[config.mk]
export PLATFORM = sky130hd
export DESIGN_NAME = touch_packet_decoder_with_long_press_top_flat
export DESIGN_NICKNAME = d
export VERILOG_FILES = /design/src/rtl/tpd_pkg.sv /design/src/rtl/tpd_pkt_if.sv /design/src/rtl/tpd_evt_if.sv /design/src/rtl/tpd_front.sv /design/src/rtl/tpd_queue.sv /design/src/rtl/tpd_back.sv /design/src/rtl/touch_packet_decoder_with_long_press_top.sv /design/src/flat_wrapper.sv
export SDC_FILE = /design/constraint.sdc
export NUM_CORES = 1
export LEC_CHECK = 0
export BUFFER_PORTS_ARGS = -buffer_cell sky130_fd_sc_hd__buf_2
export CORE_MARGIN = 2
export CORE_UTILIZATION = 50
export CTS_CLUSTER_DIAMETER = 120
export DETAILED_ROUTE_END_ITERATION = 8
export PLACE_DENSITY = 0.64
export SLEW_MARGIN = 20
export SYNTH_ARGS = -nofsm -noshare
export SYNTH_HDL_FRONTEND = slang
export SYNTH_SLANG_ARGS = --single-unit
[constraint.sdc]
create_clock -name clk -period 6.47 [get_ports clk]
set_input_delay 1.294 -clock clk [delete_from_list [all_inputs] [get_ports clk]]
set_output_delay 1.294 -clock clk [all_outputs]
set_load 0.05 [all_outputs]
[src/rtl/tpd_pkg.sv]
// ----------------------------------------------------------------------------
// Touch packet decoder package
// Shared types, register indexes, reset values and event codes.
// ----------------------------------------------------------------------------
package tpd_pkg;

	localparam int unsigned CoordW = 14;
	localparam int unsigned HalfW  = 7;
	localparam int unsigned ByteW  = 8;

	typedef enum logic [2:0] {
		REG_START_MIN_X = 3'd0,
		REG_START_MAX_X = 3'd1,
		REG_START_MIN_Y = 3'd2,
		REG_START_MAX_Y = 3'd3,
		REG_REVERSE_Y   = 3'd4,
		REG_CLICK_AREA  = 3'd5,
		REG_CLICK_PAUSE = 3'd6
	} reg_idx_t;

	localparam logic [CoordW-1:0] RST_START_MIN = 14'd500;
	localparam logic [CoordW-1:0] RST_START_MAX = 14'd1500;
	localparam logic              RST_REVERSE_Y = 1'b1;
	localparam logic [ByteW-1:0]  RST_CLICK_AREA  = 8'd5;
	localparam logic [ByteW-1:0]  RST_CLICK_PAUSE = 8'd1;
	localparam logic [ByteW-1:0]  TICK_MAX = 8'd255;

	localparam logic       MODE_PACKET = 1'b0;
	localparam logic       MODE_TICK   = 1'b1;
	localparam logic       EVT_MOTION  = 1'b0;
	localparam logic       EVT_BUTTON  = 1'b1;
	localparam logic [1:0] BTN_NONE    = 2'd0;
	localparam logic [1:0] BTN_LEFT    = 2'd1;
	localparam logic [1:0] BTN_RIGHT   = 2'd3;

	// What the back end has to emit for one packet.
	typedef enum logic [1:0] {
		PLAN_MOTION  = 2'd0,   // motion only
		PLAN_RELEASE = 2'd1,   // motion, held button up
		PLAN_PRESS   = 2'd2,   // motion, button 1 down
		PLAN_CLICK   = 2'd3    // motion, button 1 up, button 3 down
	} plan_t;

	typedef struct packed {
		plan_t             plan;
		logic [1:0]        rel_button;
		logic [CoordW-1:0] pos_x;
		logic [CoordW-1:0] pos_y;
	} plan_entry_t;

	typedef struct packed {
		logic             reverse_y;
		logic [ByteW-1:0] click_area;
		logic [ByteW-1:0] click_pause;
	} cfg_t;

	typedef struct packed {
		logic              min_x;
		logic              max_x;
		logic              min_y;
		logic              max_y;
		logic [CoordW-1:0] value;
	} bound_load_t;

endpackage

[src/rtl/tpd_pkt_if.sv]
// ----------------------------------------------------------------------------
// Touch packet channel
// Valid/ready channel that carries one packet or tick item.
// ----------------------------------------------------------------------------
interface tpd_pkt_if;
	logic       valid;
	logic       ready;
	logic       mode;
	logic       touch;
	logic [6:0] x_high;
	logic [6:0] x_low;
	logic [6:0] y_high;
	logic [6:0] y_low;

	modport source (output valid, mode, touch, x_high, x_low, y_high, y_low, input ready);
	modport sink   (input valid, mode, touch, x_high, x_low, y_high, y_low, output ready);
endinterface

[src/rtl/tpd_evt_if.sv]
// ----------------------------------------------------------------------------
// Event channel
// Valid/ready channel that carries one motion or button event item.
// ----------------------------------------------------------------------------
interface tpd_evt_if;
	logic        valid;
	logic        ready;
	logic        event_kind;
	logic [1:0]  button_id;
	logic        pressed;
	logic [13:0] pos_x;
	logic [13:0] pos_y;
	logic        last;

	modport source (output valid, event_kind, button_id, pressed, pos_x, pos_y, last,
		input ready);
	modport sink   (input valid, event_kind, button_id, pressed, pos_x, pos_y, last,
		output ready);
endinterface

[src/rtl/tpd_front.sv]
// ----------------------------------------------------------------------------
// Touch decoder front end
// Accepts items, widens the calibration bounds, optionally mirrors y, runs
// the button machine, then pushes one plan entry per packet into the queue.
// ----------------------------------------------------------------------------
module tpd_front (
	input  logic                 clk,
	input  logic                 arst_n,
	tpd_pkt_if.sink              pkt,
	input  tpd_pkg::cfg_t        cfg,
	input  tpd_pkg::bound_load_t bound_load,
	output logic                 push,
	output tpd_pkg::plan_entry_t push_entry,
	input  logic                 push_ready
);
	import tpd_pkg::*;

	logic [CoordW-1:0] bmin_x_q, bmax_x_q, bmin_y_q, bmax_y_q;
	logic [CoordW-1:0] x_in, y_in, nmin_y, nmax_y, y_mirror;
	logic              accept, accept_pkt;

	logic              valid_s1;
	logic              mode_s1, touch_s1;
	logic [CoordW-1:0] x_s1, y_s1;

	logic [1:0]        held_q;
	logic [CoordW-1:0] org_x_q, org_y_q;
	logic [ByteW-1:0]  ticks_q;
	logic [CoordW-1:0] dx, dy;
	logic              near, advance;
	plan_t             plan;

	assign x_in = {pkt.x_high, pkt.x_low};
	assign y_in = {pkt.y_high, pkt.y_low};

	assign advance    = valid_s1 && (mode_s1 == MODE_TICK || push_ready);
	assign pkt.ready  = !valid_s1 || advance;
	assign accept     = pkt.valid && pkt.ready;
	assign accept_pkt = accept && pkt.mode == MODE_PACKET;

	// Mirror against the bounds as they stand after this packet widened them.
	assign nmin_y   = (y_in < bmin_y_q) ? y_in : bmin_y_q;
	assign nmax_y   = (y_in > bmax_y_q) ? y_in : bmax_y_q;
	assign y_mirror = nmax_y - y_in + nmin_y;

	always_ff @(posedge clk or negedge arst_n) begin
		if (!arst_n) begin
			bmin_x_q <= RST_START_MIN;
			bmax_x_q <= RST_START_MAX;
			bmin_y_q <= RST_START_MIN;
			bmax_y_q <= RST_START_MAX;
		end else begin
			if (bound_load.min_x) begin
				bmin_x_q <= bound_load.value;
			end else if (accept_pkt && x_in < bmin_x_q) begin
				bmin_x_q <= x_in;
			end
			if (bound_load.max_x) begin
				bmax_x_q <= bound_load.value;
			end else if (accept_pkt && x_in > bmax_x_q) begin
				bmax_x_q <= x_in;
			end
			if (bound_load.min_y) begin
				bmin_y_q <= bound_load.value;
			end else if (accept_pkt) begin
				bmin_y_q <= nmin_y;
			end
			if (bound_load.max_y) begin
				bmax_y_q <= bound_load.value;
			end else if (accept_pkt) begin
				bmax_y_q <= nmax_y;
			end
		end
	end

	always_ff @(posedge clk or negedge arst_n) begin
		if (!arst_n) begin
			valid_s1 <= 1'b0;
		end else if (pkt.ready) begin
			valid_s1 <= pkt.valid;
		end
	end

	always_ff @(posedge clk) begin
		if (accept) begin
			mode_s1  <= pkt.mode;
			touch_s1 <= pkt.touch;
			x_s1     <= x_in;
			y_s1     <= cfg.reverse_y ? y_mirror : y_in;
		end
	end

	assign dx   = (x_s1 >= org_x_q) ? x_s1 - org_x_q : org_x_q - x_s1;
	assign dy   = (y_s1 >= org_y_q) ? y_s1 - org_y_q : org_y_q - y_s1;
	assign near = dx < {{(CoordW-ByteW){1'b0}}, cfg.click_area}
		&& dy < {{(CoordW-ByteW){1'b0}}, cfg.click_area};

	always_comb begin
		plan = PLAN_MOTION;
		if (!touch_s1) begin
			if (held_q != BTN_NONE) begin
				plan = PLAN_RELEASE;
			end
		end else if (held_q == BTN_NONE) begin
			plan = PLAN_PRESS;
		end else if (held_q == BTN_LEFT && near && ticks_q >= cfg.click_pause) begin
			plan = PLAN_CLICK;
		end
	end

	always_ff @(posedge clk or negedge arst_n) begin
		if (!arst_n) begin
			held_q  <= BTN_NONE;
			org_x_q <= '0;
			org_y_q <= '0;
			ticks_q <= '0;
		end else if (advance) begin
			if (mode_s1 == MODE_TICK) begin
				if (ticks_q != TICK_MAX) begin
					ticks_q <= ticks_q + 8'd1;
				end
			end else begin
				case (plan)
					PLAN_RELEASE: begin
						held_q  <= BTN_NONE;
						ticks_q <= '0;
					end
					PLAN_PRESS: begin
						held_q  <= BTN_LEFT;
						ticks_q <= '0;
						org_x_q <= x_s1;
						org_y_q <= y_s1;
					end
					PLAN_CLICK: begin
						held_q <= BTN_RIGHT;
					end
					default: begin
					end
				endcase
			end
		end
	end

	assign push                  = advance && mode_s1 == MODE_PACKET;
	assign push_entry.plan       = plan;
	assign push_entry.rel_button = held_q;
	assign push_entry.pos_x      = x_s1;
	assign push_entry.pos_y      = y_s1;

endmodule

[src/rtl/tpd_queue.sv]
// ----------------------------------------------------------------------------
// Plan queue
// Small FIFO of plan entries between the front end and the back end.
// ----------------------------------------------------------------------------
module tpd_queue #(
	parameter int unsigned DEPTH = 4
) (
	input  logic                 clk,
	input  logic                 arst_n,
	input  logic                 push,
	input  tpd_pkg::plan_entry_t push_entry,
	output logic                 push_ready,
	input  logic                 pop,
	output logic                 head_valid,
	output tpd_pkg::plan_entry_t head_entry
);
	import tpd_pkg::*;

	localparam int unsigned PtrW = (DEPTH > 1) ? $clog2(DEPTH) : 1;
	localparam int unsigned CntW = $clog2(DEPTH + 1);
	localparam logic [PtrW-1:0] PtrLast  = PtrW'(DEPTH - 1);
	localparam logic [CntW-1:0] CntDepth = CntW'(DEPTH);

	plan_entry_t       mem_q [DEPTH];
	logic [PtrW-1:0]   wr_ptr_q, rd_ptr_q;
	logic [CntW-1:0]   count_q;
	logic              do_push, do_pop;

	assign push_ready = count_q != CntDepth;
	assign head_valid = count_q != '0;
	assign head_entry = mem_q[rd_ptr_q];
	assign do_push    = push && push_ready;
	assign do_pop     = pop && head_valid;

	always_ff @(posedge clk) begin
		if (do_push) begin
			mem_q[wr_ptr_q] <= push_entry;
		end
	end

	always_ff @(posedge clk or negedge arst_n) begin
		if (!arst_n) begin
			wr_ptr_q <= '0;
			rd_ptr_q <= '0;
			count_q  <= '0;
		end else begin
			if (do_push) begin
				wr_ptr_q <= (wr_ptr_q == PtrLast) ? '0 : wr_ptr_q + 1'b1;
			end
			if (do_pop) begin
				rd_ptr_q <= (rd_ptr_q == PtrLast) ? '0 : rd_ptr_q + 1'b1;
			end
			if (do_push && !do_pop) begin
				count_q <= count_q + 1'b1;
			end else if (do_pop && !do_push) begin
				count_q <= count_q - 1'b1;
			end
		end
	end

endmodule

[src/rtl/tpd_back.sv]
// ----------------------------------------------------------------------------
// Touch decoder back end
// Expands each plan entry into one to three event items, one per cycle
// while evt is ready, through a registered output stage.
// ----------------------------------------------------------------------------
module tpd_back (
	input  logic                 clk,
	input  logic                 arst_n,
	input  logic                 head_valid,
	input  tpd_pkg::plan_entry_t head_entry,
	output logic                 pop,
	tpd_evt_if.source            evt
);
	import tpd_pkg::*;

	logic [1:0]        idx_q, last_idx;
	logic              load, is_last;
	logic              kind, prs;
	logic [1:0]        btn;

	logic              valid_q;
	logic              kind_q, prs_q, last_q;
	logic [1:0]        btn_q;
	logic [CoordW-1:0] x_q, y_q;

	always_comb begin
		case (head_entry.plan)
			PLAN_MOTION: last_idx = 2'd0;
			PLAN_CLICK:  last_idx = 2'd2;
			default:     last_idx = 2'd1;
		endcase
	end

	always_comb begin
		kind = EVT_BUTTON;
		btn  = BTN_NONE;
		prs  = 1'b0;
		if (idx_q == 2'd0) begin
			kind = EVT_MOTION;
		end else begin
			case (head_entry.plan)
				PLAN_RELEASE: begin
					btn = head_entry.rel_button;
				end
				PLAN_PRESS: begin
					btn = BTN_LEFT;
					prs = 1'b1;
				end
				PLAN_CLICK: begin
					// First the left button goes up, then the right one goes down.
					btn = (idx_q == 2'd1) ? BTN_LEFT : BTN_RIGHT;
					prs = idx_q != 2'd1;
				end
				default: begin
				end
			endcase
		end
	end

	assign is_last = idx_q == last_idx;
	assign load    = !valid_q || evt.ready;
	assign pop     = load && head_valid && is_last;

	always_ff @(posedge clk or negedge arst_n) begin
		if (!arst_n) begin
			valid_q <= 1'b0;
			idx_q   <= '0;
		end else if (load) begin
			valid_q <= head_valid;
			if (head_valid) begin
				idx_q <= is_last ? 2'd0 : idx_q + 2'd1;
			end
		end
	end

	always_ff @(posedge clk) begin
		if (load && head_valid) begin
			kind_q <= kind;
			btn_q  <= btn;
			prs_q  <= prs;
			x_q    <= head_entry.pos_x;
			y_q    <= head_entry.pos_y;
			last_q <= is_last;
		end
	end

	assign evt.valid      = valid_q;
	assign evt.event_kind = kind_q;
	assign evt.button_id  = btn_q;
	assign evt.pressed    = prs_q;
	assign evt.pos_x      = x_q;
	assign evt.pos_y      = y_q;
	assign evt.last       = last_q;

endmodule

[src/rtl/touch_packet_decoder_with_long_press_top.sv]
// ----------------------------------------------------------------------------
// Touch packet decoder with long-press right-click
// Top level: configuration registers, front end, plan queue and back end.
// ----------------------------------------------------------------------------
// Items arrive on the pkt channel (valid/ready). A packet item (mode 0)
// carries the touch bit and the 7-bit halves of x and y; a tick item
// (mode 1) only advances the saturating hold counter and yields nothing.
// Each packet yields one to three event items on the evt channel: a motion
// event, then the button events of the press, release or long-press click;
// the last field marks the final event of a packet.
// An accepted packet passes the front-end stage register, the plan queue
// and the output register before its first event reaches evt. The front
// end takes one item per cycle while the queue has room, and ticks pass
// only its stage; the back end emits one event per cycle while evt is ready.
// Registers sit on the APB port at byte address 4*i; writes load the start
// bounds into the live calibration bounds at once.
// Reset restores all registers to their defaults, loads the start bounds,
// releases the button machine and empties the queue.
// When evt stalls, the output register holds its item, the queue of
// QUEUE_DEPTH plan entries fills, and then pkt.ready falls.
// ----------------------------------------------------------------------------
module touch_packet_decoder_with_long_press_top #(
	parameter int unsigned QUEUE_DEPTH = 4
) (
	input  logic        clk,
	input  logic        arst_n,
	input  logic        psel,
	input  logic        penable,
	input  logic        pwrite,
	input  logic [4:0]  paddr,
	input  logic [31:0] pwdata,
	output logic [31:0] prdata,
	output logic        pready,
	tpd_pkt_if.sink     pkt,
	tpd_evt_if.source   evt
);
	import tpd_pkg::*;

	logic [CoordW-1:0] start_min_x_q, start_max_x_q, start_min_y_q, start_max_y_q;
	logic              reverse_y_q;
	logic [ByteW-1:0]  click_area_q, click_pause_q;

	reg_idx_t          reg_idx;
	logic              wr_en;
	cfg_t              cfg;
	bound_load_t       bound_load;

	logic              push, push_ready, pop, head_valid;
	plan_entry_t       push_entry, head_entry;

	assign pready  = 1'b1;
	assign reg_idx = reg_idx_t'(paddr[4:2]);
	assign wr_en   = psel && penable && pwrite && pready;

	always_ff @(posedge clk or negedge arst_n) begin
		if (!arst_n) begin
			start_min_x_q <= RST_START_MIN;
			start_max_x_q <= RST_START_MAX;
			start_min_y_q <= RST_START_MIN;
			start_max_y_q <= RST_START_MAX;
			reverse_y_q   <= RST_REVERSE_Y;
			click_area_q  <= RST_CLICK_AREA;
			click_pause_q <= RST_CLICK_PAUSE;
		end else if (wr_en) begin
			case (reg_idx)
				REG_START_MIN_X: start_min_x_q <= pwdata[CoordW-1:0];
				REG_START_MAX_X: start_max_x_q <= pwdata[CoordW-1:0];
				REG_START_MIN_Y: start_min_y_q <= pwdata[CoordW-1:0];
				REG_START_MAX_Y: start_max_y_q <= pwdata[CoordW-1:0];
				REG_REVERSE_Y:   reverse_y_q   <= pwdata[0];
				REG_CLICK_AREA:  click_area_q  <= pwdata[ByteW-1:0];
				REG_CLICK_PAUSE: click_pause_q <= pwdata[ByteW-1:0];
				default: begin
				end
			endcase
		end
	end

	always_comb begin
		case (reg_idx)
			REG_START_MIN_X: prdata = {18'd0, start_min_x_q};
			REG_START_MAX_X: prdata = {18'd0, start_max_x_q};
			REG_START_MIN_Y: prdata = {18'd0, start_min_y_q};
			REG_START_MAX_Y: prdata = {18'd0, start_max_y_q};
			REG_REVERSE_Y:   prdata = {31'd0, reverse_y_q};
			REG_CLICK_AREA:  prdata = {24'd0, click_area_q};
			REG_CLICK_PAUSE: prdata = {24'd0, click_pause_q};
			default:         prdata = '0;
		endcase
	end

	// A start-bound write also overwrites the live bound in the front end.
	assign bound_load.min_x = wr_en && reg_idx == REG_START_MIN_X;
	assign bound_load.max_x = wr_en && reg_idx == REG_START_MAX_X;
	assign bound_load.min_y = wr_en && reg_idx == REG_START_MIN_Y;
	assign bound_load.max_y = wr_en && reg_idx == REG_START_MAX_Y;
	assign bound_load.value = pwdata[CoordW-1:0];

	assign cfg.reverse_y   = reverse_y_q;
	assign cfg.click_area  = click_area_q;
	assign cfg.click_pause = click_pause_q;

	tpd_front u_front (
		.clk        (clk),
		.arst_n     (arst_n),
		.pkt        (pkt),
		.cfg        (cfg),
		.bound_load (bound_load),
		.push       (push),
		.push_entry (push_entry),
		.push_ready (push_ready)
	);

	tpd_queue #(
		.DEPTH (QUEUE_DEPTH)
	) u_queue (
		.clk        (clk),
		.arst_n     (arst_n),
		.push       (push),
		.push_entry (push_entry),
		.push_ready (push_ready),
		.pop        (pop),
		.head_valid (head_valid),
		.head_entry (head_entry)
	);

	tpd_back u_back (
		.clk        (clk),
		.arst_n     (arst_n),
		.head_valid (head_valid),
		.head_entry (head_entry),
		.pop        (pop),
		.evt        (evt)
	);

endmodule

[src/flat_wrapper.sv]
// flat-port wrapper written by rule: the top's interface ports become plain ports
module touch_packet_decoder_with_long_press_top_flat import tpd_pkg::*;
#(
	parameter int unsigned QUEUE_DEPTH = 4
)
  (clk, arst_n, psel, penable, pwrite, paddr, pwdata, prdata, pready, pkt_valid, pkt_mode, pkt_touch, pkt_x_high, pkt_x_low, pkt_y_high, pkt_y_low, pkt_ready, evt_valid, evt_event_kind, evt_button_id, evt_pressed, evt_pos_x, evt_pos_y, evt_last, evt_ready);
  tpd_pkt_if pkt_i ();
  tpd_evt_if evt_i ();
  input  logic clk;
  input  logic arst_n;
  input  logic psel;
  input  logic penable;
  input  logic pwrite;
  input  logic [4:0] paddr;
  input  logic [31:0] pwdata;
  output logic [31:0] prdata;
  output logic pready;
  input wire logic [$bits(pkt_i.valid)-1:0] pkt_valid;
  input wire logic [$bits(pkt_i.mode)-1:0] pkt_mode;
  input wire logic [$bits(pkt_i.touch)-1:0] pkt_touch;
  input wire logic [$bits(pkt_i.x_high)-1:0] pkt_x_high;
  input wire logic [$bits(pkt_i.x_low)-1:0] pkt_x_low;
  input wire logic [$bits(pkt_i.y_high)-1:0] pkt_y_high;
  input wire logic [$bits(pkt_i.y_low)-1:0] pkt_y_low;
  output wire logic [$bits(pkt_i.ready)-1:0] pkt_ready;
  output wire logic [$bits(evt_i.valid)-1:0] evt_valid;
  output wire logic [$bits(evt_i.event_kind)-1:0] evt_event_kind;
  output wire logic [$bits(evt_i.button_id)-1:0] evt_button_id;
  output wire logic [$bits(evt_i.pressed)-1:0] evt_pressed;
  output wire logic [$bits(evt_i.pos_x)-1:0] evt_pos_x;
  output wire logic [$bits(evt_i.pos_y)-1:0] evt_pos_y;
  output wire logic [$bits(evt_i.last)-1:0] evt_last;
  input wire logic [$bits(evt_i.ready)-1:0] evt_ready;
  assign pkt_i.valid = pkt_valid;
  assign pkt_i.mode = pkt_mode;
  assign pkt_i.touch = pkt_touch;
  assign pkt_i.x_high = pkt_x_high;
  assign pkt_i.x_low = pkt_x_low;
  assign pkt_i.y_high = pkt_y_high;
  assign pkt_i.y_low = pkt_y_low;
  assign pkt_ready = pkt_i.ready;
  assign evt_valid = evt_i.valid;
  assign evt_event_kind = evt_i.event_kind;
  assign evt_button_id = evt_i.button_id;
  assign evt_pressed = evt_i.pressed;
  assign evt_pos_x = evt_i.pos_x;
  assign evt_pos_y = evt_i.pos_y;
  assign evt_last = evt_i.last;
  assign evt_i.ready = evt_ready;
  touch_packet_decoder_with_long_press_top #(.QUEUE_DEPTH(QUEUE_DEPTH)) u_core (.clk(clk), .arst_n(arst_n), .psel(psel), .penable(penable), .pwrite(pwrite), .paddr(paddr), .pwdata(pwdata), .prdata(prdata), .pready(pready), .pkt(pkt_i), .evt(evt_i));
endmodule
# Word level (Yosys, flattened, before mapping)
# Memory sizes are Yosys's and may differ from the RTL's.
# Index checks and enable logic that the tools add are counted.
# word_totals
elab_cells,149
register_bits,213
out_inout_bits,68
inputBits,74
ramBits,128
memories,1
# memory_table
name,depth,word_bits,read_ports,rd_clocked_by_memory_dff,wr,line,rtl
u_core.u_queue.mem_q,4,32,1,0,1,tpd_queue.sv:24,plan_entry_t mem_q [DEPTH];
# classes
magnitude_cmp,7
eq_ne,21
reduce_logical,47
n_addsub,12
muxes,30
bitwise,2
# ops
cell,n
14-bit two-way mux,9
14-bit one-hot mux with 7 select lines,1
14-bit subtractor,5
14-bit greater-or-equal comparator,2
14-bit by 8-bit less-than comparator with 1-bit output,2
8-bit two-way mux,3
1-bit logical AND,17
2-bit AND reduction,8
14-bit adder,1
14-bit > comparator,1
14-bit less-than comparator,1
2-bit two-way mux,7
"2-bit == test, second input constant",6
2-bit one-hot mux with 3 select lines,2
2-bit nonzero test,5
"3-bit == test, second input constant",3
3-bit AND reduction,3
"8-bit by 1-bit adder with 8-bit output, second input constant",1
"2-bit by 1-bit == test with 1-bit output, second input constant",4
8-bit greater-or-equal comparator,1
"8-bit != test, second input constant",1
"2-bit by 1-bit adder with 2-bit output, second input constant",3
"3-bit by 2-bit == test with 1-bit output, second input constant",2
2-bit zero test,3
16 further kinds,28

# Logic depth before layout (Yosys ltp)
# Gate-level depths: netlist (run 1).
# logic_depth
depth_word,13
depth_mapped,25
ltp_nobuf,23

# Hierarchy
# Synthesis (run 1) repeated with hierarchy kept, for this count alone.
# unflattened
cells_unflattened,1614
area_unflattened_um2,19114.6
# by_module_without_submodules
module,cells_each,area_each_um2,seq_area_each_um2,n_inst
tpd_front,1082,9125.0,2593.7,1
tpd_queue,204,5053.6,4018.9,1
touch_packet_decoder_with_long_press_top,261,3648.5,1864.3,1
tpd_back,67,1287.5,1066.0,1

# Least setup slack after synthesis (run 1)
# No wires, ideal clock.
# synth_path
path_kind,input to register
from,input port pkt_y_low[3]
to,register u_core.u_front.y_s1[12] (data pin)
cell_stages,22
n_path_buf,2
slack_ns,0.374
required_ns,6.334
setup_ns,0.136
arrival_time_ns,5.960
cell_sequence,ha_1 > a21o_1 > a21o_1 > a221o_1 > a2111oi_0 > a41oi_1 > buf_2 > clkbuf_1 > nand2_1 > o21ai_0 > fa_1 > inv_1 > fa_1 > nor2b_1 > o21ai_0 > a21boi_0 > o21ai_0 > a21boi_0 > o2111a_1 > nor3_1 > or4_1 > nand3_1
# synth_between
elab_chain_len,5
elab_cells_between_ends,7
cone_classes,add/sub (2); order compare (2); mux (3)
# synth_lines
element,line,rtl
start: declaration,flat_wrapper.sv:24,input wire logic [$bits(pkt_i.y_low)-1:0] pkt_y_low;
14-bit > comparator,tpd_front.sv:43,assign nmax_y = (y_in > bmax_y_q) ? y_in : bmax_y_q;
14-bit two-way mux,tpd_front.sv:43,
14-bit subtractor,tpd_front.sv:44,assign y_mirror = nmax_y - y_in + nmin_y;
14-bit adder *,tpd_front.sv:44,
14-bit two-way mux *,tpd_front.sv:89,y_s1 <= cfg.reverse_y ? y_mirror : y_in;
end signal: assignment,tpd_front.sv:89,
end: declaration,tpd_front.sv:24,"logic [CoordW-1:0] x_s1, y_s1;"
# Mark *: on every way between the ends. The rest lies on a longest branch, timed or not.
# A chain may end at the register's enable or synchronous reset.

==> results of run 1 <==
-- per-layer routing --
metal,share of wire (%),global-route usage (%),up-vias
met1,46,30.8,6244
met3,3.9,2.68,69
met5,0,0,-
met4,3.4,8.18,0
li1,-,-,6200
met2,47,36.5,261
-- critical path: stages (launching register included) --
cell and delay [ns]:
edfxtp_1 0.39, inv_1 0.09, ha_1 0.17, inv_1 0.06
fa_1 0.45, a211oi_1 0.31, o21a_1 0.24, o31ai_1 0.13
a21oi_2 0.20, mux2_2 0.37, o21a_1 0.23, o211ai_1 0.22
mux2i_1 0.21, nor2_1 0.07, buf_4 0.16, ha_1 0.35
nand4_1 0.10, o2111ai_1 0.10, a2111oi_0 0.39, nand3_1 0.22
a2111oi_0 0.43, mux2i_1 0.19, a2111oi_4 0.33, nand4_1 0.30
o21ai_2 0.20
-- final timing paths --
| check | end | cells after the start |
|---|---|---|
| setup / recovery | u_core.u_queue.mem_q[1][30] | 24 |
| setup reg to reg | u_core.u_queue.mem_q[1][30] | 24 |
| hold reg to reg | u_core.start_min_y_q[2] | 2 |
| hold / removal | u_core.start_min_y_q[2] | 2 |
| min in group asynchronous | u_core.u_front.org_x_q[7] | 1 |
| max in group asynchronous | u_core.u_queue.rd_ptr_q[1] | 2 |
-- power groups by stage --
stage,clock network (mW),registers [mW],logic (mW)
floorplan,0,3.67,4.27
global route,2.21,3.53,6.58
global placement,0,3.46,5.81
detailed placement,0,3.49,5.89
CTS,2.13,3.45,5.93
finish,2.08,3.45,5.92
-- cell families after synthesis --
family	Yosys count	synth area share, %
AO/OA/AOI/OAI	347	11.5
XOR/XNOR	33	1.60
adder cells (fa/ha/maj)	149	10.5
buffers and inverters	247	5.48
flip-flops	341	50.2
multiplexers	138	10.5
other	2	0.0395
AND/OR/NAND/NOR	426	10.2
-- cells in the final DEF (no fill, tap or decap), types with 6 or more instances in the layout --
cell type,instances
nand2_1,211
edfxtp_1,191
inv_1,159
o21ai_0,140
ha_1,131
dfrtp_1,105
buf_2,101
nor2_1,77
a21oi_1,70
mux2_2,51
mux4_2,44
mux2i_1,43
dfstp_2,43
clkbuf_16,39
buf_4,33
nor3_1,23
a21o_1,21
nand3_1,21
conb_1,19
fa_1,18
nand4_1,17
nor2b_1,17
xnor2_1,17
xor2_1,15
a211oi_1,15
o21a_1,13
clkinv_1,13
nand2b_1,11
o31ai_1,9
and2_1,8
a31oi_1,7
a22oi_1,7
a2111oi_0,6
clkinv_2,6
-- cell type report --
| type | count | area share (%) |
|---|---|---|
| inverter | 160 | 2.82 |
| clock inverter | 24 | 0.841 |
| tap | 511 | 3.01 |
| clock buffer | 46 | 4.81 |
| timing repair buffer | 135 | 3.59 |
| multi-input combinational | 1112 | 40.1 |
| sequential | 341 | 44.9 |
==> results.rst, run 1 <==
.. list-table::
   :header-rows: 1

   * - Metric
     - Value
   * - Clk_lat worst skew
     - 0.53 ns
   * - Crit-path max FO
     - 4
   * - Part of the cycle the worst path needs
     - 93.8%
   * - Switching power share of the total
     - 41.4%
   * - Setup repair after global routing missed its margin
     - true
   * - Crit path arrival time
     - 6.42 ns
   * - Static Leakage
     - 9.13 nW
   * - Hold Startpoint
     - u_core.start_min_y_q[2]
   * - Number of different library cells in the post-synthesis netlist
     - 79
   * - CP startpoint
     - u_core.u_front.x_s1[0]
   * - Area enclosed by the die boundary
     - 39600 sq um
   * - Post-DP HPWL
     - 30.7 mm
   * - Largest area contributor in the netlist
     - edfxtp_1
   * - Synthesis Warnings
     - 0
   * - Fill cell total of the finished layout
     - 3189
   * - IR Drop Worst-Case VDD
     - 0.356 mV
   * - Total global routing track utilization
     - 22.3%
   * - Chip Height
     - 199 microns
   * - Count leader, synth
     - nand2_1
   * - Max-Slew Margin vs Limit
     - 29.6%
   * - Launch point of the worst reg-to-reg path
     - u_core.u_front.x_s1[0]
   * - Result of the run
     - finished, final reports clean
   * - Sequential Power Share
     - 30.1%
   * - Routed vias/inst
     - 5.48
   * - Total setup violations reported at the end of the flow
     - 0
   * - Count of input and output buffers
     - 102
   * - Synthesized netlist cell count
     - 1683
   * - Final-report max-slew violation count
     - 0
   * - Slew at the pin closest to its max-slew limit
     - 1.05 ns
   * - Post-Layout Inst Area
     - 21300 sq um
   * - Core occupancy in the finished layout
     - 56.6%
   * - CTS tree
     - built
   * - Via count of the first global-routing pass
     - 12605
   * - H-tree levels
     - 2
   * - Worst Setup End Kind
     - flop
   * - Average size of a mapped cell
     - 11.3 sq um
   * - Sink Count
     - 341
   * - Area added between synthesis and finish
     - 11.9%
   * - Count of placed standard cells including taps
     - 2259
   * - Multi-input gate area
     - 8520 sq um
   * - Reg with most FFs
     - u_core.u_queue.mem_q
   * - Logic pwr share
     - 51.7%
   * - Pin count of the biggest net entering global routing
     - 64
   * - Worst Hold Class
     - flop to flop
   * - Startpoint type of the worst setup path
     - flop
   * - Area post-placement
     - 20100 sq um
   * - Most instantiated cells after synthesis
     - nand2_1 (213), edfxtp_1 (191), inv_1 (159)
   * - Share of layout cells above drive strength 1
     - 19.7%
   * - Least setup slack across all paths after layout
     - 0.399 ns
   * - Register-to-register setup slack
     - 0.40 ns
   * - Worst path required time
     - 6.82 ns
   * - Number of vias after detailed routing
     - 12774
   * - Diodes inserted
     - 0
   * - Residual antenna-violating net count after detailed routing
     - 0
   * - Number of enable-type register cells in the synthesized netlist
     - 191
   * - Hold Violations, Final
     - 0
   * - Routed WL per cell
     - 18.4 microns
   * - Area of all sequential standard cells
     - 9550 sq um
   * - Top post-synthesis cells by area
     - edfxtp_1 (30%), dfrtp_1 (14%), ha_1 (8.6%)
   * - Finished Layout Cells
     - 2329
   * - CTS max path bufs
     - 3
   * - Skew final
     - 0.0154 ns
   * - Drt first pass iters
     - 5
   * - Worst hold slack
     - 0.461 ns
   * - Overall Power
     - 11.4 mW
   * - DRC Markers
     - 0
   * - Area of the core
     - 37600 sq um
   * - Post-placement setup slack
     - 0.0107 ns
   * - Fraction of the yosys area taken by sequential cells
     - 50.2%
   * - Clock period minus final worst setup slack
     - 6.07 ns
   * - Total global routing overflow
     - 0
   * - Share of flip-flops with an asynchronous set or reset after synthesis
     - 44.0%
   * - Top Ports
     - 142
   * - Cts hold-fix bufs
     - 0
   * - Total negative slack
     - 0 ns
   * - Starting utilization of the core area
     - 50.6%
   * - Cell area power density
     - 538 nW/um^2
   * - Initial antenna violation count
     - 0
   * - Psw
     - 4.74 mW
   * - Final Net Count
     - 2011
   * - Post-CTS sizing
     - 0
   * - Cell area after technology mapping
     - 19000 sq um
   * - MaxCap Viol Count
     - 0
   * - Crit Path Category
     - flop to flop
   * - Wire length of the first global-routing pass
     - 68.4 mm
   * - Clock buffers created by TritonCTS
     - 38
   * - Routed wire length
     - 42.8 mm
   * - Iteration-0 DRC count of the detailed router
     - 840
   * - Max reg flops
     - 128
   * - Flop and latch count out of synthesis
     - 341
   * - Internal power summed over all cells
     - 6.70 mW
   * - Site row count
     - 71
   * - Clk root buf
     - clkbuf_16
   * - Primary flip-flop cell chosen by synthesis mapping
     - edfxtp_1
   * - Share of the synthesized area in the top cell type
     - 30.2%
   * - Width of the die
     - 199 microns
   * - Maximum frequency from static timing analysis
     - 165 MHz
   * - Setup fix buffers added after clock tree synthesis
     - 0
   * - Final RePlAce weighted congestion
     - 0.889
   * - Clk pin slew, worst setup/hold paths
     - 0.06 ns
   * - Clock network power share
     - 18.1%
Power figures use the tool's default switching activity.
==> run 2, diff against run 1 <==
--- a/config.mk
+++ b/config.mk
@@ -6,11 +6,13 @@
 export NUM_CORES = 1
 export LEC_CHECK = 0
 export BUFFER_PORTS_ARGS = -buffer_cell sky130_fd_sc_hd__buf_2
+export CAP_MARGIN = 30
 export CORE_MARGIN = 2
-export CORE_UTILIZATION = 50
+export CORE_UTILIZATION = 55
 export CTS_CLUSTER_DIAMETER = 120
 export DETAILED_ROUTE_END_ITERATION = 8
-export PLACE_DENSITY = 0.64
+export PLACE_DENSITY = 0.7
+export REMOVE_ABC_BUFFERS = 1
 export SLEW_MARGIN = 20
 export SYNTH_ARGS = -nofsm -noshare
 export SYNTH_HDL_FRONTEND = slang
==> run 2 against run 1 <==
- core utilization is 5.1 points higher
- clock skew is 0.0038 ns higher
- largest power group unchanged
- wire length is 2.5% lower
- sequential share of layout area is 0.22 points higher
- combinational power hardly changed
- non-clock buffer count down 5
==> results.rst, run 2 (synthesis results as in run 1) <==
.. list-table::
   :header-rows: 1

   * - Metric
     - Value
   * - Result of the run
     - finished, final reports clean
   * - Final-report max-slew violation count
     - 0
   * - Worst Hold Class
     - flop to flop
   * - Crit path arrival time
     - 6.38 ns
   * - Total setup violations reported at the end of the flow
     - 0
   * - Routed vias/inst
     - 5.63
   * - CTS tree
     - built
   * - Area of the core
     - 34300 sq um
   * - Post-DP HPWL
     - 30.0 mm
   * - Fill cell total of the finished layout
     - 2730
   * - Total global routing overflow
     - 0
   * - Sink Count
     - 341
   * - Clk root buf
     - clkbuf_16
   * - Met2 wire length
     - 20.2 mm
   * - Setup repair after global routing missed its margin
     - false
   * - Via count of the first global-routing pass
     - 12836
   * - Met1 Wirelength
     - 18.5 mm
   * - Cell seen most often among critical-path stages
     - mux2i_1
   * - Worst Setup End Kind
     - flop
   * - Reg2reg path depth
     - 24
   * - Register-to-register setup slack
     - 0.42 ns
   * - Share of layout cells above drive strength 1
     - 19.7%
   * - Pin count of the biggest net entering global routing
     - 98
   * - Final Net Count
     - 2005
   * - Maximum frequency from static timing analysis
     - 165 MHz
   * - Cts hold-fix bufs
     - 0
   * - Count of input and output buffers
     - 102
   * - Width of the die
     - 190 microns
   * - Max-Slew Margin vs Limit
     - 33.3%
   * - Highest-count cells in the layout ignoring fill and taps
     - nand2_1 (213), edfxtp_1 (191), inv_1 (159), o21ai_0 (140), ha_1 (131)
   * - Clock buffers created by TritonCTS
     - 37
   * - Skew final
     - 0.0192 ns
   * - Least setup slack across all paths after layout
     - 0.421 ns
   * - Stage delay of the slowest cell on the critical path
     - 0.49 ns
   * - Initial antenna violation count
     - 0
   * - Sink of the worst hold path
     - u_core.start_min_y_q[4]
   * - Cell family with most CP delay
     - compound AO/OA/AOI/OAI gates
   * - Iteration-0 DRC count of the detailed router
     - 727
   * - Clock period minus final worst setup slack
     - 6.05 ns
   * - Leading cell type in the layout, fill and taps excluded
     - nand2_1
   * - Area enclosed by the die boundary
     - 36100 sq um
   * - Hold Startpoint
     - u_core.start_min_y_q[4]
   * - Launch point of the worst reg-to-reg path
     - u_core.u_front.x_s1[0]
   * - CTS max path bufs
     - 3
   * - Number of vias after detailed routing
     - 12752
   * - Top Ports
     - 142
   * - Instance count along the most critical hold path
     - 2
   * - Detailed route wirelength on metal3
     - 2.01 mm
   * - Post-placement setup slack
     - -0.0734 ns
   * - Static Leakage
     - 9.10 nW
   * - Core occupancy in the finished layout
     - 61.7%
   * - Post-Layout Inst Area
     - 21200 sq um
   * - Reg with most FFs
     - u_core.u_queue.mem_q
   * - Chip Height
     - 190 microns
   * - Wire length of the first global-routing pass
     - 67.2 mm
   * - Routed wire length
     - 41.8 mm
   * - MaxCap Viol Count
     - 0
   * - FF-to-FF End
     - u_core.u_queue.mem_q[1][30]
   * - Cell-by-cell trace of the critical path
     - inv_1, ha_1, inv_1, fa_1, a211oi_2, o21a_1, o31ai_1, a21oi_2, buf_4, mux2i_1, nand2_1, o211ai_1, mux2i_1, nor2_1, ha_1, nand3_1, nand4b_1, a2111oi_1, nand3_1, a2111oi_0, mux2i_1, a2111oi_4, nand4_1, o21ai_1
   * - Area added between synthesis and finish
     - 11.3%
   * - Drt first pass iters
     - 5
   * - Clk_lat worst skew
     - 0.52 ns
   * - Total negative slack
     - 0 ns
   * - Cell area power density
     - 537 nW/um^2
   * - Hold Violations, Final
     - 0
   * - Final RePlAce weighted congestion
     - 0.891
   * - DRC Markers
     - 0
   * - Residual antenna-violating net count after detailed routing
     - 0
   * - Diodes inserted
     - 0
   * - Part of the cycle the worst path needs
     - 93.5%
   * - Worst path required time
     - 6.80 ns
   * - Site row count
     - 68
   * - Area post-placement
     - 20000 sq um
   * - WP buf/inv
     - 3
   * - Total global routing track utilization
     - 23.7%
   * - H-tree levels
     - 2
   * - Crit-path max FO
     - 13
   * - Clk pin slew, worst setup/hold paths
     - 0.06 ns
   * - Slew at the pin closest to its max-slew limit
     - 1.00 ns
   * - Startpoint type of the worst setup path
     - flop
   * - Starting utilization of the core area
     - 55.4%
   * - Crit Path Category
     - flop to flop
   * - Slowest cell on crit path
     - fa_1
   * - Uppermost signal routing layer after detailed routing
     - met4
   * - IR Drop Worst-Case VDD
     - 0.291 mV
   * - Routed WL per cell
     - 18.5 microns
   * - Max reg flops
     - 128
run 2: metrics by stage:
step	hold WS (ns)	instances	power [mW]
2_1_floorplan	0.437	1613	7.85
3_3_place_gp	0.446	2196	9.15
3_5_place_dp	0.450	2197	9.31
4_1_cts	0.460	2262	11.4
5_1_grt	0.474	2263	12.3
6_report	0.460	2263	11.4
run 2: worst min-delay path, delay by kind of cell (launching register included):
kind	cells	cell delay (ns)
flops	1	0.37
simple gates	2	0.09
run 2: power by group:
part	total, mW	internal, mW	switching [mW]
Sequential	3.40	3.04	0.360
Combinational	5.92	2.42	3.50
Clock	2.03	1.19	0.843
Total	11.4	6.66	4.70
run 2: how the worst max path moves through the flow:
stage	start	end	slack, ns	cells past startpoint
2_1_floorplan	pkt_y_low[3]	u_core.u_front.y_s1[12]	0.23	18
3_3_place_gp	pkt_y_low[3]	u_core.u_front.y_s1[13]	0.1	20
3_5_place_dp	pkt_y_low[3]	u_core.u_front.y_s1[13]	-0.07	20
4_1_cts	u_core.u_front.x_s1[0]	u_core.u_queue.mem_q[1][30]	0.32	24
5_1_grt	u_core.u_front.x_s1[0]	u_core.u_queue.mem_q[1][30]	0.03	24
6_report	u_core.u_front.x_s1[0]	u_core.u_queue.mem_q[1][30]	0.42	24
run 2: final cells by class:
type | instances | area [sq um] | area share, %
flip-flops and latches | 341 | 9540 | 45.1
well taps | 455 | 569 | 2.69
clock inverters | 18 | 155 | 0.733
clock buffers | 47 | 1010 | 4.79
repair buffers | 130 | 759 | 3.59
multi-input cells | 1112 | 8520 | 40.3
inverters | 160 | 601 | 2.84
run 2: layer usage:
metal | vias up | track usage [%]
li1 | 6183 | -
met1 | 6190 | 32.3
met2 | 307 | 40.0
met3 | 72 | 3.45
met4 | 0 | 6.44
met5 | - | 0
run 2: what timing repair did:
action	4_1_cts	5_1_grt
setup endpoints to repair	0	8
setup buffers	0	0
resized for setup	0	4
